===== config.mk =====
export PLATFORM = sky130hd
export DESIGN_NAME = rapqt_ctrl
export DESIGN_NICKNAME = d
export VERILOG_FILES = /design/src/rtl/rapqt_pkg.sv /design/src/rtl/rapqt_ctrl.sv
export SDC_FILE = /design/constraint.sdc
export NUM_CORES = 1
export LEC_CHECK = 0
export ABC_AREA = 1
export BUFFER_PORTS_ARGS = -buffer_cell sky130_fd_sc_hd__buf_2
export CORE_MARGIN = 1.5
export CORE_UTILIZATION = 40
export DETAILED_ROUTE_END_ITERATION = 7
export PLACE_DENSITY = 0.7
export SLEW_MARGIN = 20
export SYNTH_ARGS = -nofsm -noshare
export SYNTH_HDL_FRONTEND = slang
export SYNTH_SLANG_ARGS = --single-unit

===== constraint.sdc =====
create_clock -name clock -period 1.4 [get_ports clock]
set_input_delay 0.07 -clock clock [delete_from_list [all_inputs] [get_ports clock]]
set_output_delay 0.07 -clock clock [all_outputs]
set_load 0.005 [all_outputs]

===== src/rtl/rapqt_pkg.sv =====
// shared types and constants for the range add / point query tree
// packet and control structs passed along the row of level cells
// no dependencies
`timescale 1ns / 1ps

package rapqt_pkg;

   localparam int POS_W      = 11;
   localparam int NODE_W     = 12;
   localparam int DATA_W     = 32;
   localparam int SLOTS      = 4;
   localparam int SLOT_W     = 2;
   localparam int SIZE_LIMIT = (1 << POS_W) - 1;

   localparam int CSR_ADDR_W  = 3;
   localparam int CSR_DATA_W  = 32;
   localparam int CSR_IDX_BIT = 2;

   localparam logic CMD_ADD   = 1'b0;
   localparam logic CMD_QUERY = 1'b1;

   localparam logic REG_SIZE_IN_USE = 1'b0;

   localparam logic [POS_W-1:0] SIZE_RESET = POS_W'(1024);

   typedef enum logic [3:0] {
      PH_READ = 4'b0001,
      PH_WR0  = 4'b0010,
      PH_WR1  = 4'b0100,
      PH_HOLD = 4'b1000
   } phase_type;

   typedef struct packed {
      logic              valid;
      logic [NODE_W-1:0] node;
      logic [POS_W-1:0]  seg_lo;
      logic [POS_W-1:0]  seg_hi;
   } cand_type;

   typedef struct packed {
      logic                   cmd;
      logic [POS_W-1:0]       key_lo;
      logic [POS_W-1:0]       key_hi;
      logic [DATA_W-1:0]      addend;
      logic                   has_result;
      logic [DATA_W-1:0]      total;
      logic                   out_of_range;
      cand_type [SLOTS-1:0]   cands;
   } packet_type;

   typedef struct packed {
      logic              clearing;
      logic [NODE_W-1:0] clear_addr;
      logic              read_en;
      logic              wr0_en;
      logic              wr1_en;
      logic              advance;
   } ctrl_type;

endpackage


===== src/rtl/rapqt_ctrl.sv =====
// beat sequencer and reset clearing counter shared by all level cells
// depends on rapqt_pkg
`timescale 1ns / 1ps

module rapqt_ctrl #(
   parameter int CLEAR_W = 10
) (
   input  logic                clock,
   input  logic                reset,
   input  logic                go,
   output rapqt_pkg::ctrl_type ctrl
);
   import rapqt_pkg::*;

   localparam logic [CLEAR_W-1:0] CLEAR_LAST = {CLEAR_W{1'b1}};

   phase_type          phase_ff, phase_in;
   logic               clearing_ff, clearing_in;
   logic [CLEAR_W-1:0] clear_cnt_ff, clear_cnt_in;

   always_comb begin
      clearing_in  = clearing_ff;
      clear_cnt_in = clear_cnt_ff;
      if (clearing_ff) begin
         clear_cnt_in = clear_cnt_ff + CLEAR_W'(1);
         if (clear_cnt_ff == CLEAR_LAST) begin
            clearing_in = 1'b0;
         end
      end
   end

   always_comb begin
      phase_in = phase_ff;
      if (!clearing_ff) begin
         case (phase_ff)
            PH_READ: begin
               phase_in = PH_WR0;
            end
            PH_WR0: begin
               phase_in = PH_WR1;
            end
            PH_WR1: begin
               phase_in = go ? PH_READ : PH_HOLD;
            end
            PH_HOLD: begin
               phase_in = go ? PH_READ : PH_HOLD;
            end
            default: begin
               phase_in = PH_READ;
            end
         endcase
      end
   end

   always_ff @(posedge clock) begin
      if (reset) begin
         phase_ff     <= PH_READ;
         clearing_ff  <= 1'b1;
         clear_cnt_ff <= '0;
      end else begin
         phase_ff     <= phase_in;
         clearing_ff  <= clearing_in;
         clear_cnt_ff <= clear_cnt_in;
      end
   end

   always_comb begin
      ctrl.clearing   = clearing_ff;
      ctrl.clear_addr = NODE_W'(clear_cnt_ff);
      ctrl.read_en    = !clearing_ff && (phase_ff == PH_READ);
      ctrl.wr0_en     = !clearing_ff && (phase_ff == PH_WR0);
      ctrl.wr1_en     = !clearing_ff && (phase_ff == PH_WR1);
      ctrl.advance    = !clearing_ff && go &&
                        ((phase_ff == PH_WR1) || (phase_ff == PH_HOLD));
   end

endmodule


==> impl_metrics.py <==
metrics = {
    "power": {
        "net-switching-power_mw": 0.166,
        "ir_worst_vdd_mv": 0.683,
        "power.leakage_nw": 0.441,
        "seq_power_share": 0.611,
        "power_mw": 0.725,
        "p_comb_frac": 0.057,
        "p_sw_frac": 0.229,
        "powerDensity_nw_per_um2": 821,
        "clkPwrFrac": 0.332,
        "intPower_mw": 0.559,
    },
    "route": {
        "via_count": 727,
        "wl_mm": 1.46,
        "dr.pass1.iters": 4,
        "vias_per_cell": 4.69,
        "drtIter0Drc": 10,
        "final_antenna_net_count": 0,
        "drcViolationCount": 0,
        "post_drt_wl_per_cell_um": 9.39,
    },
    "hold_path": {
        "holdCritPathClass": "in2reg",
    },
    "floorplanning": {
        "core.rowCount": 15,
        "core_area_um2": 1750,
        "die_area_um2": 2150,
        "fp.dieH_um": 46.4,
        "start_util": 0.432,
        "top_level_ports": 20,
        "die_w_um": 46.4,
    },
    "synth": {
        "async_flop_share": 0,
        "avgSynthCellArea_um2": 6.79,
        "syn_inst": 111,
        "ys_seq_area_frac": 0.399,
        "syn_area_um2": 753,
        "ys_warn_count": 0,
        "synth_edf_count": 0,
        "synth.distinct_cells": 18,
        "ys_ff_latch": 15,
        "synth_ff_type": "dfxtp_1",
    },
    "sta": {
        "clock_skew_ns": 0.00849,
        "drv_slew": 0,
        "clock.fmax_mhz": 773,
        "setup-tns-final_ns": 0,
        "setup_violations": 0,
        "rsz0062_at_grt": "no",
        "fin_ws_ns": 0.106,
        "final-hold-violation-count": 0,
        "finalCritPeriodShare": 0.924,
        "fin_crit_ns": 1.29,
    },
    "cells_and_area": {
        "antenna_cells": 0,
        "multi_input_comb_area_um2": 388,
        "utilization": 0.506,
        "nNetsFinal": 135,
        "fin_cells": 155,
        "fillers": 188,
        "seq_area_um2": 300,
        "drive_above_1_share": 0.215,
        "area_growth_pct": 17.3,
    },
    "job": {
        "drv_cap": 0,
    },
    "placed_design": {
        "place_inst": 150,
        "port-buffer-count": 17,
        "hpwl_mm": 1.12,
        "pre_cts_slack_ns": 0.179,
        "finalWeightedCongestion": 0.825,
    },
    "cts": {
        "clock-root-buffer": "clkbuf_4",
        "cts_buffer_depth": 2,
        "tritoncts": "yes",
        "clkTransAtPathRegs_ns": 0.09,
        "cts_made_buffers": 3,
        "clk_latency_ns": 0.28,
        "postCtsSetupBuffers": 0,
        "clkSinkCount": 15,
        "cts_max_level": 1,
    },
    "global_routing": {
        "grt_antenna_before_repair": 0,
        "grt_max_degree": 13,
        "grt_pass1_wl_mm": 2.35,
        "gr-total-overflow": 0,
        "grt_usage": 0.149,
        "first_global_vias": 548,
    },
    "setup_path": {
        "cp-start-kind": "flip-flop",
        "cp_max_fo": 10,
        "rrSetupSlack_ns": 0.15,
        "crit_path_end_kind": "primary output",
        "cp.required_ns": 1.33,
        "path_class": "reg2out",
        "arrival_ns": 1.22,
    },
    "run_status": {
        "status": "finished, final reports clean",
    },
}
[power by group through the flow]
stage / Clock [mW] / Sequential, mW / Combinational (mW)
2_1_floorplan: 0 / 0.452 / 0.0285
3_3_place_gp: 0 / 0.452 / 0.0388
3_5_place_dp: 0 / 0.453 / 0.0398
4_1_cts: 0.254 / 0.443 / 0.0420
5_1_grt: 0.273 / 0.444 / 0.0481
6_report: 0.241 / 0.443 / 0.0415
[per-layer routing]
metal | wire length [um] | GRT usage
met5 | 0 | 0
met3 | 92 | 0.0588
met1 | 778 | 0.223
met2 | 586 | 0.206
met4 | 0 | 0.0171
[synthesized netlist by cell type, types with 3 or more instances]
cell type  count  area (um2)
nand3_1       10        50.1
dfxtp_1       15         300
nand2_1       21        78.8
nor2_2         3        18.8
o21ai_0        4        20.0
buf_4          4        30.0
inv_1          8        30.0
nand4_1        4        25.0
nor2_1        25        93.8
a21oi_1        9        45.0
[worst max-delay path: stages, from the launching register on]
cell and delay [ns]:
dfxtp_1 0.41, buf_4 0.20, nor2_1 0.06, and3_1 0.15, buf_2 0.12
[kinds of logic (layout without fill, tap and decap cells)]
logic type / after synthesis / in the layout / share of synthesized area
adders and majority gates: 1 / 1 / 0.0166
and+or+nand+nor: 66 / 66 / 0.390
DFF: 15 / 15 / 0.399
buffers and inverters: 14 / 32 / 0.0914
AOI/OAI and AO/OA: 13 / 13 / 0.0864
other: 1 / 2 / 0.00498
xor gates and xnor gates: 1 / 1 / 0.0116
[layout make-up]
cell class / instances / share of cell area
multi-input combinational: 83 / 0.439
clock inverter: 1 / 0.00567
inverter: 9 / 0.0382
timing repair buffer: 19 / 0.116
sequential: 15 / 0.340
tap: 25 / 0.0354
clock buffer: 3 / 0.0255
[through the flow]
step / hold slack [ns] / area, um2
after global routing: 0.100 / 883
final: 0.0834 / 883
after floorplan: 0.139 / 757
after detailed placement: 0.282 / 846
after CTS: 0.0789 / 883
after global placement: 0.281 / 846
[worst paths after layout]
| check | end | cells past startpoint | from |
|---|---|---|---|
| worst max-delay path | ctrl[1] | 4 | clearing_ff |
| worst min-delay path | phase_ff[3] | 4 | go |
| worst max register to register | clear_cnt_ff[6] | 6 | clear_cnt_ff[0] |
| worst min register to register | phase_ff[3] | 2 | phase_ff[3] |
[sequential cells by signal (all words and copies together) (netlist names)]
name	count
clear_cnt_ff	10
clearing_ff	1
phase_ff	4
[what timing repair did]
item	in CTS	in global routing
gates resized for setup	0	0
hold buffers	1	0
hold endpoints to repair	3	0
endpoints found under the setup margin	0	0
[layout by cell type, fill, tap and decap left out, types with 2 or more instances in the layout]
cell	synthesis	layout
o21ai_0	4	4
conb_1	1	2
nand4_1	4	4
clkbuf_4	0	3
nor2_2	3	3
nor2_1	25	25
inv_1	8	8
buf_2	1	17
nand2_1	21	21
a21oi_1	9	9
nand3_1	10	10
dfxtp_1	15	15
Power figures use the tool's default switching activity.
