### config.mk
export PLATFORM = sky130hd
export DESIGN_NAME = rapqt_cell
export DESIGN_NICKNAME = d
export VERILOG_FILES = /design/src/rtl/rapqt_pkg.sv /design/src/rtl/rapqt_cell.sv
export SDC_FILE = /design/constraint.sdc
export NUM_CORES = 1
export LEC_CHECK = 0
export BUFFER_PORTS_ARGS = -buffer_cell sky130_fd_sc_hd__buf_2
export CAP_MARGIN = 20
export CORE_MARGIN = 2
export CORE_UTILIZATION = 50
export CTS_CLUSTER_DIAMETER = 100
export DETAILED_ROUTE_END_ITERATION = 10
export GPL_ROUTABILITY_DRIVEN = 0
export PLACE_DENSITY = 0.73
export SETUP_SLACK_MARGIN = 0.15
export SYNTH_ARGS = -nofsm -noshare
export SYNTH_HDL_FRONTEND = slang
export SYNTH_SLANG_ARGS = --single-unit
### constraint.sdc
create_clock -name clock -period 11 [get_ports clock]
set_input_delay 1.1 -clock clock [delete_from_list [all_inputs] [get_ports clock]]
set_output_delay 1.1 -clock clock [all_outputs]
set_load 0.05 [all_outputs]
### src/rtl/rapqt_pkg.sv
// shared types and constants for the range add / point query tree
// packet and control structs passed along the row of level cells
// no dependencies
`timescale 1ns / 1ps

package rapqt_pkg;

   localparam int POS_W      = 11;
   localparam int NODE_W     = 12;
   localparam int DATA_W     = 32;
   localparam int SLOTS      = 4;
   localparam int SLOT_W     = 2;
   localparam int SIZE_LIMIT = (1 << POS_W) - 1;

   localparam int CSR_ADDR_W  = 3;
   localparam int CSR_DATA_W  = 32;
   localparam int CSR_IDX_BIT = 2;

   localparam logic CMD_ADD   = 1'b0;
   localparam logic CMD_QUERY = 1'b1;

   localparam logic REG_SIZE_IN_USE = 1'b0;

   localparam logic [POS_W-1:0] SIZE_RESET = POS_W'(1024);

   typedef enum logic [3:0] {
      PH_READ = 4'b0001,
      PH_WR0  = 4'b0010,
      PH_WR1  = 4'b0100,
      PH_HOLD = 4'b1000
   } phase_type;

   typedef struct packed {
      logic              valid;
      logic [NODE_W-1:0] node;
      logic [POS_W-1:0]  seg_lo;
      logic [POS_W-1:0]  seg_hi;
   } cand_type;

   typedef struct packed {
      logic                   cmd;
      logic [POS_W-1:0]       key_lo;
      logic [POS_W-1:0]       key_hi;
      logic [DATA_W-1:0]      addend;
      logic                   has_result;
      logic [DATA_W-1:0]      total;
      logic                   out_of_range;
      cand_type [SLOTS-1:0]   cands;
   } packet_type;

   typedef struct packed {
      logic              clearing;
      logic [NODE_W-1:0] clear_addr;
      logic              read_en;
      logic              wr0_en;
      logic              wr1_en;
      logic              advance;
   } ctrl_type;

endpackage

### src/rtl/rapqt_cell.sv
// one tree level: tag memory for the nodes of that depth and the update logic
// for the transaction passing through; hands child nodes to the next level
// depends on rapqt_pkg
`timescale 1ns / 1ps

module rapqt_cell #(
   parameter int LEVEL = 0
) (
   input  logic                  clock,
   input  logic                  reset,
   input  rapqt_pkg::ctrl_type   ctrl,
   input  rapqt_pkg::packet_type prev_pkt,
   output rapqt_pkg::packet_type next_pkt
);
   import rapqt_pkg::*;

   localparam int ADDR_W = (LEVEL == 0) ? 1 : LEVEL;
   localparam int DEPTH  = 1 << ADDR_W;

   function automatic logic [POS_W-1:0] mid_of(cand_type parent);
      logic [POS_W:0] span;
      span = {1'b0, parent.seg_lo} + {1'b0, parent.seg_hi};
      return span[POS_W:1];
   endfunction

   function automatic cand_type child_of(cand_type parent, logic right);
      logic [POS_W-1:0] mid;
      cand_type         c;
      mid     = mid_of(parent);
      c.valid = 1'b1;
      if (right) begin
         c.node   = {parent.node[NODE_W-2:0], 1'b1};
         c.seg_lo = mid + POS_W'(1);
         c.seg_hi = parent.seg_hi;
      end else begin
         c.node   = {parent.node[NODE_W-2:0], 1'b0};
         c.seg_lo = parent.seg_lo;
         c.seg_hi = mid;
      end
      return c;
   endfunction

   logic [DATA_W-1:0] tags [DEPTH];

   packet_type        pkt_ff, pkt_in;
   logic [DATA_W-1:0] rd0_ff, rd1_ff;

   logic              is_query, leaf0, go_right;
   logic [SLOTS-1:0]  hit_all, hit_part, need_wr;
   logic              op0_v, op1_v, pa_v, pb_v;
   logic [SLOT_W-1:0] op0_i, op1_i, pa_i, pb_i;
   cand_type          op0_c, op1_c, pa_c, pb_c;
   logic [ADDR_W-1:0] rd0_a, rd1_a, mem_wa;
   logic [DATA_W-1:0] sum0, sum1, wr0_data, mem_wd;
   logic              mem_we;

   // classify candidate nodes against the key range and mark those that need a tag write
   always_comb begin
      is_query = (pkt_ff.cmd == CMD_QUERY);
      for (int i = 0; i < SLOTS; i++) begin
         hit_all[i]  = pkt_ff.cands[i].valid &&
                       (pkt_ff.key_lo <= pkt_ff.cands[i].seg_lo) &&
                       (pkt_ff.cands[i].seg_hi <= pkt_ff.key_hi);
         hit_part[i] = pkt_ff.cands[i].valid && !hit_all[i] &&
                       !(pkt_ff.cands[i].seg_hi < pkt_ff.key_lo) &&
                       !(pkt_ff.key_hi < pkt_ff.cands[i].seg_lo);
         need_wr[i]  = is_query ? pkt_ff.cands[i].valid : hit_all[i];
      end
   end

   // pick up to two writes and up to two nodes to split
   always_comb begin
      op0_v = 1'b0;
      op1_v = 1'b0;
      pa_v  = 1'b0;
      pb_v  = 1'b0;
      op0_i = '0;
      op1_i = '0;
      pa_i  = '0;
      pb_i  = '0;
      for (int i = 0; i < SLOTS; i++) begin
         if (need_wr[i]) begin
            if (!op0_v) begin
               op0_v = 1'b1;
               op0_i = SLOT_W'(i);
            end else if (!op1_v) begin
               op1_v = 1'b1;
               op1_i = SLOT_W'(i);
            end
         end
         if (hit_part[i]) begin
            if (!pa_v) begin
               pa_v = 1'b1;
               pa_i = SLOT_W'(i);
            end else if (!pb_v) begin
               pb_v = 1'b1;
               pb_i = SLOT_W'(i);
            end
         end
      end
      op0_c = pkt_ff.cands[op0_i];
      op1_c = pkt_ff.cands[op1_i];
      pa_c  = pkt_ff.cands[pa_i];
      pb_c  = pkt_ff.cands[pb_i];
   end

   // read-modify-write port control
   always_comb begin
      rd0_a    = op0_c.node[ADDR_W-1:0];
      rd1_a    = op1_c.node[ADDR_W-1:0];
      sum0     = rd0_ff + pkt_ff.addend;
      sum1     = rd1_ff + pkt_ff.addend;
      leaf0    = (pkt_ff.cands[0].seg_lo == pkt_ff.cands[0].seg_hi);
      wr0_data = (is_query && !leaf0) ? '0 : sum0;
      mem_we   = 1'b0;
      mem_wa   = rd0_a;
      mem_wd   = wr0_data;
      if (ctrl.clearing) begin
         mem_we = 1'b1;
         mem_wa = ctrl.clear_addr[ADDR_W-1:0];
         mem_wd = '0;
      end else if (ctrl.wr0_en && op0_v) begin
         mem_we = 1'b1;
      end else if (ctrl.wr1_en && op1_v) begin
         mem_we = 1'b1;
         mem_wa = rd1_a;
         mem_wd = sum1;
      end
   end

   always_ff @(posedge clock) begin
      if (mem_we) begin
         tags[mem_wa] <= mem_wd;
      end
      if (ctrl.read_en) begin
         rd0_ff <= tags[rd0_a];
         rd1_ff <= tags[rd1_a];
      end
   end

   // transaction handed to the next level
   always_comb begin
      next_pkt       = pkt_ff;
      next_pkt.cands = '0;
      go_right       = (pkt_ff.key_lo > mid_of(pkt_ff.cands[0]));
      if (is_query) begin
         if (pkt_ff.cands[0].valid) begin
            if (leaf0) begin
               next_pkt.has_result   = 1'b1;
               next_pkt.total        = sum0;
               next_pkt.out_of_range = 1'b0;
            end else begin
               next_pkt.addend   = sum0;
               next_pkt.cands[0] = child_of(pkt_ff.cands[0], go_right);
               next_pkt.cands[1] = child_of(pkt_ff.cands[0], !go_right);
            end
         end
      end else begin
         if (pa_v) begin
            next_pkt.cands[0] = child_of(pa_c, 1'b0);
            next_pkt.cands[1] = child_of(pa_c, 1'b1);
         end
         if (pb_v) begin
            next_pkt.cands[2] = child_of(pb_c, 1'b0);
            next_pkt.cands[3] = child_of(pb_c, 1'b1);
         end
      end
   end

   assign pkt_in = ctrl.advance ? prev_pkt : pkt_ff;

   always_ff @(posedge clock) begin
      if (reset) begin
         pkt_ff <= '0;
      end else begin
         pkt_ff <= pkt_in;
      end
   end

endmodule

==> results.md, run 1 <==
* Status: finished, final reports clean
* Power Dens Cells at 143 nW/um2
* WP buf/inv at 2
* Starting density of the core at 0.504
* Die X at 233 um
* Share of cells above drive strength 1 at 0.222
* Setup-failing EPs final at 0
* Crit path required time at 9.90 ns
* Setup TNS at 0 ns
* Wire per inst at 22.2 um
* Critical path class: flop to primary output
* Fin crit share at 0.908
* Final hold vios at 0
* Net switching power at 1.48 mW
* Clock Path Buffers at 3
* Die span in y at 233 um
* DP HPWL at 67400 um
* Site Rows at 84
* Unrepaired setup endpoints after global routing: no
* Clock Sinks at 353
* Initial antenna violation count at 15
* Fmax at 0.100 GHz
* Clk pwr share at 0.336
* CTS hold repair buffers at 0
* Top post-synthesis cells by area: dfxtp_1 17%, edfxtp_1 15%, ha_1 14%
* CTS tree: done
* Critical Path AT at 8.89 ns
* Number of setup buffers added after CTS at 0
* Sequential power share at 0.374
* Setup crit start kind: flop
* FF+latch count, synth at 353
* Via/cell ratio at 5.92
* Synth area leader: dfxtp_1
* Switching Fraction at 0.342
* DIE AREA at 54500 um2
* All-Layer GR Usage at 0.314
* Slew Viols, Final at 0
* Nets@finish at 3786
* Leakage at 14.3 nW
* CP Max Fanout at 13
* Slowest cell on the critical path: dfxtp_1
* Vias in the first global route at 21381
* Post-synthesis cell type count at 100
* Htree depth at 2
* Vias at 23513
* Internal power at 2.85 mW
* Worst Max-Slew Pin Slew at 1.07 ns
* Remaining global-route overflow at 0
* Layout area overhead at 15.4%
* Mapped Nets at 3439
* # DRC at 0
* Slew headroom at 0.285
* Ys Warns at 0
* DRT antenna net count at 0
* Worst Hold Slack at 0.494 ns
* Mapped cell area at 26300 um2
* Clock transition at path regs at 0.06 ns
* Final non-filler cell total at 3973
* Crit end category: primary output
* Worst hold path type: flop to flop
* Share of flip-flops with an asynchronous set or reset at 0
* VDD IR max at 0.131 mV
* CP top delay family: compound AO/OA/AOI/OAI gates
* Pin count of the biggest net entering global routing at 90
* Final setup margin at 1.01 ns
* Clk Latency, worst-skew pair at 0.59 ns
* Final WL at 88400 um
* Syn Inst Count at 2901
* Inst Count DP at 3893
* Prevailing post-synth register cell: dfxtp_1
* CP dominant cell by count: a21o_1
* Combinational power share at 0.290
* Post-layout min period at 9.99 ns
* Cts repair resizes at 0
* CTS Buf Count at 41
* Core ar. at 52200 um2
* Starting DRT DRC Count at 1977
* Mean Syn Cell Area at 9.07 um2
* TritonRoute pass-1 iters at 6
* Count leader, synth: nor2_1
* Max cap viols at 0
* Commonest cells post-synth: 432 x nor2_1, 285 x ha_1, 259 x mux2i_1
* Register area share after synthesis at 0.317
* First-pass GRT wire length at 129000 um
* Pre-CTS WS at 1.82 ns
* Crit-path max cell delay at 0.66 ns
* Top-area cell type share of the netlist area at 0.171
* Port buffer count at 460
* CTS root buf: clkbuf_16
* Number of flops mapped to enable cells by yosys at 128
* Clock Skew at 0.0298 ns
* Top-level port count at 477
-- flip-flops by register name, summed over array words and instances, names as in the netlist --
name / count
rd1_ff: 32
is_query: 1
pkt_ff: 202
rd0_ff: 32
next_pkt: 22
tags: 64
-- worst reg2reg max path, stage by stage, from the launching register on --
cell	delay [ns]
dfxtp_1	0.60
inv_1	0.15
ha_1	0.32
nor2b_1	0.14
o21a_1	0.16
o21a_1	0.16
o21a_1	0.16
o21a_1	0.16
o21ai_0	0.15
nand2b_1	0.08
a21oi_1	0.14
nor2b_1	0.06
o21ai_0	0.14
nand2b_1	0.07
a21oi_1	0.29
o22a_1	0.29
o21ai_0	0.18
ha_1	0.32
nand2_1	0.09
nand2_1	0.08
nor2_1	0.14
nor2_1	0.06
mux4_2	0.33
buf_4	0.47
a21oi_1	0.19
o21ai_2	0.13
buf_4	0.47
-- final cells by class --
| cell class | instances | area (um2) |
|---|---|---|
| Inverter | 122 | 458 |
| Fill cell | 4656 | 21900 |
| Timing Repair Buffer | 487 | 2520 |
| Sequential cell | 353 | 8350 |
| Antenna cell | 5 | 12.5 |
| Multi-Input combinational cell | 2243 | 16700 |
| Tap cell | 688 | 861 |
| Clock buffer | 59 | 1240 |
| Clock inverter | 16 | 216 |
-- placed cells by master (no fill, tap or decap), types with 102 or more instances in the layout --
cell,synthesis,routed
o21ai_0,177,175
a21oi_1,192,189
dfxtp_1,225,225
mux2_2,102,102
nor2_1,432,432
ha_1,285,285
inv_1,122,122
mux2i_1,259,259
nand2_1,143,143
edfxtp_1,128,128
buf_2,2,458
-- metrics by stage --
step / power [mW] / utilization / area [um2]
finish: 4.33 / 0.581 / 30400
global route: 4.52 / 0.581 / 30300
CTS: 4.33 / 0.581 / 30300
detailed placement: 2.87 / 0.553 / 28900
global placement: 2.85 / 0.553 / 28900
floorplan: 2.51 / - / 26300
-- final timing paths --
kind / from / slack (ns) / end / cells after the start
max: pkt_ff[1] / 1.01 / next_pkt[56] / 34
min: pkt_ff[146] / 0.49 / pkt_ff[146] / 2
max reg2reg: pkt_ff[12] / 5.06 / tags[1][29] / 26
min reg2reg: pkt_ff[146] / 0.49 / pkt_ff[146] / 2
-- kinds of logic (layout without fill, tap and decap cells) --
| group | count (synthesis) | count (layout) | synth area share |
|---|---|---|---|
| AO/OA/AOI/OAI | 640 | 640 | 0.154 |
| XOR/XNOR | 102 | 102 | 0.0343 |
| adder cells (fa/ha/maj) | 290 | 290 | 0.139 |
| buffers and inverters | 305 | 684 | 0.0509 |
| flip-flops | 353 | 353 | 0.317 |
| multiplexers | 385 | 385 | 0.162 |
| other | 1 | 6 | 0.000143 |
| AND/OR/NAND/NOR | 825 | 825 | 0.143 |
-- power groups by stage --
stage | combinational (mW) | sequential (mW) | clock, mW
global route | 1.37 | 1.63 | 1.52
CTS | 1.24 | 1.62 | 1.47
global placement | 1.22 | 1.64 | 0
floorplan | 0.929 | 1.58 | 0
finish | 1.26 | 1.62 | 1.45
detailed placement | 1.23 | 1.64 | 0
-- layer usage --
layer  global-route usage  routed length (um)  vias up
li1                     -                   -    11105
met4                0.150                4400       18
met1                0.399               35300    11054
met5                    0                 119        -
met2                0.499               39500     1087
met3               0.0804                9130      249
Power figures use the tool's default switching activity.
==> inputs of run 2 (changes only) <==
--- a/config.mk
+++ b/config.mk
@@ -5,6 +5,7 @@
 export SDC_FILE = /design/constraint.sdc
 export NUM_CORES = 1
 export LEC_CHECK = 0
+export ABC_CLOCK_PERIOD_IN_PS = 11000
 export BUFFER_PORTS_ARGS = -buffer_cell sky130_fd_sc_hd__buf_2
 export CAP_MARGIN = 20
 export CORE_MARGIN = 2
@@ -13,6 +14,7 @@
 export DETAILED_ROUTE_END_ITERATION = 10
 export GPL_ROUTABILITY_DRIVEN = 0
 export PLACE_DENSITY = 0.73
+export REMOVE_ABC_BUFFERS = 1
 export SETUP_SLACK_MARGIN = 0.15
 export SYNTH_ARGS = -nofsm -noshare
 export SYNTH_HDL_FRONTEND = slang
==> run 2 against run 1 <==
Against the previous run:
- routed wire length is 7.1% lower
- worst setup slack worse by 0.30 ns
- register-to-register slack worse by 0.28 ns
- largest power group unchanged
- combinational power hardly changed
- total power hardly changed
- final cell count hardly changed
- maximum frequency is 2.9% lower
==> results.md, run 2 (synthesis gave the netlist of run 1 again) <==
* CP Max Fanout at 16 (+3)
* Critical Path Stages at 36 (+5.9%)
* Biggest regs: pkt_ff (202), tags (64)
* Max reg flops at 202 (unchanged)
* Worst R2R End: tags[0][5]
* Critical Path AT at 9.19 ns (+0.30 ns)
* Clk Latency, worst-skew pair at 0.59 ns (about the same)
* Die X at 233 um (unchanged)
* Unrepaired setup endpoints after global routing: no
* Most common cell after layout, fill and taps aside: buf_2
* Fin crit share at 0.936 (+0.0275)
* Pin count of the biggest net entering global routing at 87 (-3.3%)
* Starting DRT DRC Count at 1648 (-17%)
* Most frequent cells in the layout: 458 x buf_2, 432 x nor2_1, 285 x ha_1
* WP buf/inv at 3 (+1)
* Clock Skew at 0.0217 ns (-0.00807 ns)
* Crit-path max cell delay at 0.62 ns (-0.04 ns)
* TritonRoute pass-1 iters at 5 (-1)
* Hold Path Stages at 2 (unchanged)
* Number of setup buffers added after CTS at 0 (unchanged)
* # fillers at 4629 (-0.58%)
* Final core occ at 0.581 (about the same)
* Top-level port count at 477 (unchanged)
* Final hold vios at 0 (unchanged)
* Starting density of the core at 0.504 (unchanged)
* First-pass GRT wire length at 123000 um (-4.6%)
* End point of the worst hold path: pkt_ff[140]
* Worst hold path type: flop to flop
* R2r setup slk at 4.78 ns (-0.28 ns)
* Layout area overhead at 15.5% (about the same)
* Critical path class: flop to primary output
* All-Layer GR Usage at 0.293 (-0.0213)
* Fin area at 30400 um2 (about the same)
* Worst Max-Slew Pin Slew at 1.03 ns (-0.0411 ns)
* Reg2Reg Depth at 21 (-19%)
* Setup crit start kind: flop
* Htree depth at 2 (unchanged)
* Core ar. at 52200 um2 (unchanged)
* Status: finished, final reports clean
* Pre-CTS WS at 1.26 ns (-0.557 ns)
* DRT antenna net count at 0 (unchanged)
* Via/cell ratio at 5.78 (-2.3%)
* Final setup margin at 0.707 ns (-0.303 ns)
* Slew headroom at 0.314 (+0.0290)
* RR Startpoint: pkt_ff[12]
* # DRC at 0 (unchanged)
* CTS tree: done
* Slowest cell on the critical path: nor4b_2
* Nets@finish at 3782 (-0.11%)
* Inst Count DP at 3888 (-0.13%)
* Die span in y at 233 um (unchanged)
* Setup TNS at 0 ns (unchanged)
* VDD IR max at 0.113 mV (-14%)
* DIE AREA at 54500 um2 (unchanged)
* CTS root buf: clkbuf_16
* Share of cells above drive strength 1 at 0.221 (-0.000340)
* DP HPWL at 60800 um (-9.7%)
* Slew Viols, Final at 0 (unchanged)
* Vias in the first global route at 21692 (+1.5%)
* CP top delay family: compound AO/OA/AOI/OAI gates
* Initial antenna violation count at 10 (-5)
* Clock Sinks at 353 (unchanged)
* Wire per inst at 20.7 um (-7.1%)
* Crit end category: primary output
* Site Rows at 84 (unchanged)
* Clock Path Buffers at 3 (unchanged)
* Placed cell area at 28900 um2 (-0.10%)
* Remaining global-route overflow at 0 (unchanged)
* Setup-failing EPs final at 0 (unchanged)
* Vias at 22965 (-2.3%)
* Max cap viols at 0 (unchanged)
* Final WL at 82100 um (-7.1%)
* Power Dens Cells at 143 nW/um2 (about the same)
* Crit path required time at 9.90 ns (about the same)
* Hold path start: pkt_ff[140]
* CTS Buf Count at 42 (+2.4%)
* Clock transition at path regs at 0.06 ns (about the same)
* Final non-filler cell total at 3970 (-0.076%)
* Leakage at 14.3 nW (about the same)
* Biggest register: pkt_ff
* Port buffer count at 460 (unchanged)
* Fmax at 0.0972 GHz (-2.9%)
* Post-layout min period at 10.29 ns (+0.303 ns)
run 2: stage by stage:
| stage | hold WS (ns) | power (mW) |
|---|---|---|
| 2_1_floorplan | 0.451 | 2.47 |
| 3_3_place_gp | 0.468 | 2.83 |
| 3_5_place_dp | 0.477 | 2.85 |
| 4_1_cts | 0.490 | 4.35 |
| 5_1_grt | 0.506 | 4.55 |
| 6_report | 0.485 | 4.33 |
run 2: routing by layer:
layer,GRT usage,wire length [um],up-vias
met2,0.489,38700,818
met1,0.372,34200,10858
li1,-,-,11083
met4,0.121,3290,12
met5,0,73,-
met3,0.0537,5810,194
run 2: worst register-to-register path, cell delays in order (launching register included):
cell and delay (ns):
dfxtp_1 0.50, inv_1 0.16, ha_1 0.31, nor2b_1 0.13, o21a_1 0.16, o21a_1 0.16, o21a_1 0.16, o21a_1 0.15
o21ai_0 0.15, nand2b_1 0.07, a21oi_1 0.14, nor2b_1 0.06, o21ai_0 0.15, nand2b_1 0.07, a21oi_1 0.28, o22a_1 0.32
o21ai_0 0.19, ha_1 0.32, a31oi_1 0.23, mux4_2 0.97, o22ai_1 0.33, o21a_2 0.84
run 2: worst max-delay path by stage:
stage / startpoint / end / slack, ns
floorplan: next_pkt[207] / next_pkt[125] / 0.52
global placement: next_pkt[218] / next_pkt[56] / 1.39
detailed placement: next_pkt[207] / next_pkt[56] / 1.26
CTS: next_pkt[207] / next_pkt[56] / 0.62
global route: pkt_ff[12] / next_pkt[56] / 0.23
finish: pkt_ff[12] / next_pkt[56] / 0.71
run 2: layout make-up:
cell class / count / area, um2 / share of cell area
clock buffer: 56 / 1230 / 0.0404
tap: 688 / 861 / 0.0283
clock inverter: 20 / 264 / 0.00869
timing repair buffer: 482 / 2490 / 0.0819
inverter: 122 / 458 / 0.0151
antenna: 6 / 15.0 / 0.000494
multi-input combinational: 2243 / 16700 / 0.550
sequential: 353 / 8350 / 0.275
run 2: report_power, final:
group	leakage, nW	internal (mW)	total, mW	switching, mW
Sequential	3.13	1.50	1.61	0.106
Combinational	10.4	0.485	1.24	0.758
Clock	0.723	0.887	1.48	0.596
Total	14.3	2.87	4.33	1.46
run 2: what timing repair did:
item,4_1_cts,5_1_grt
hold endpoints to repair,0,0
setup endpoints to repair,0,1
gates resized for setup,0,1
hold buffers,0,0
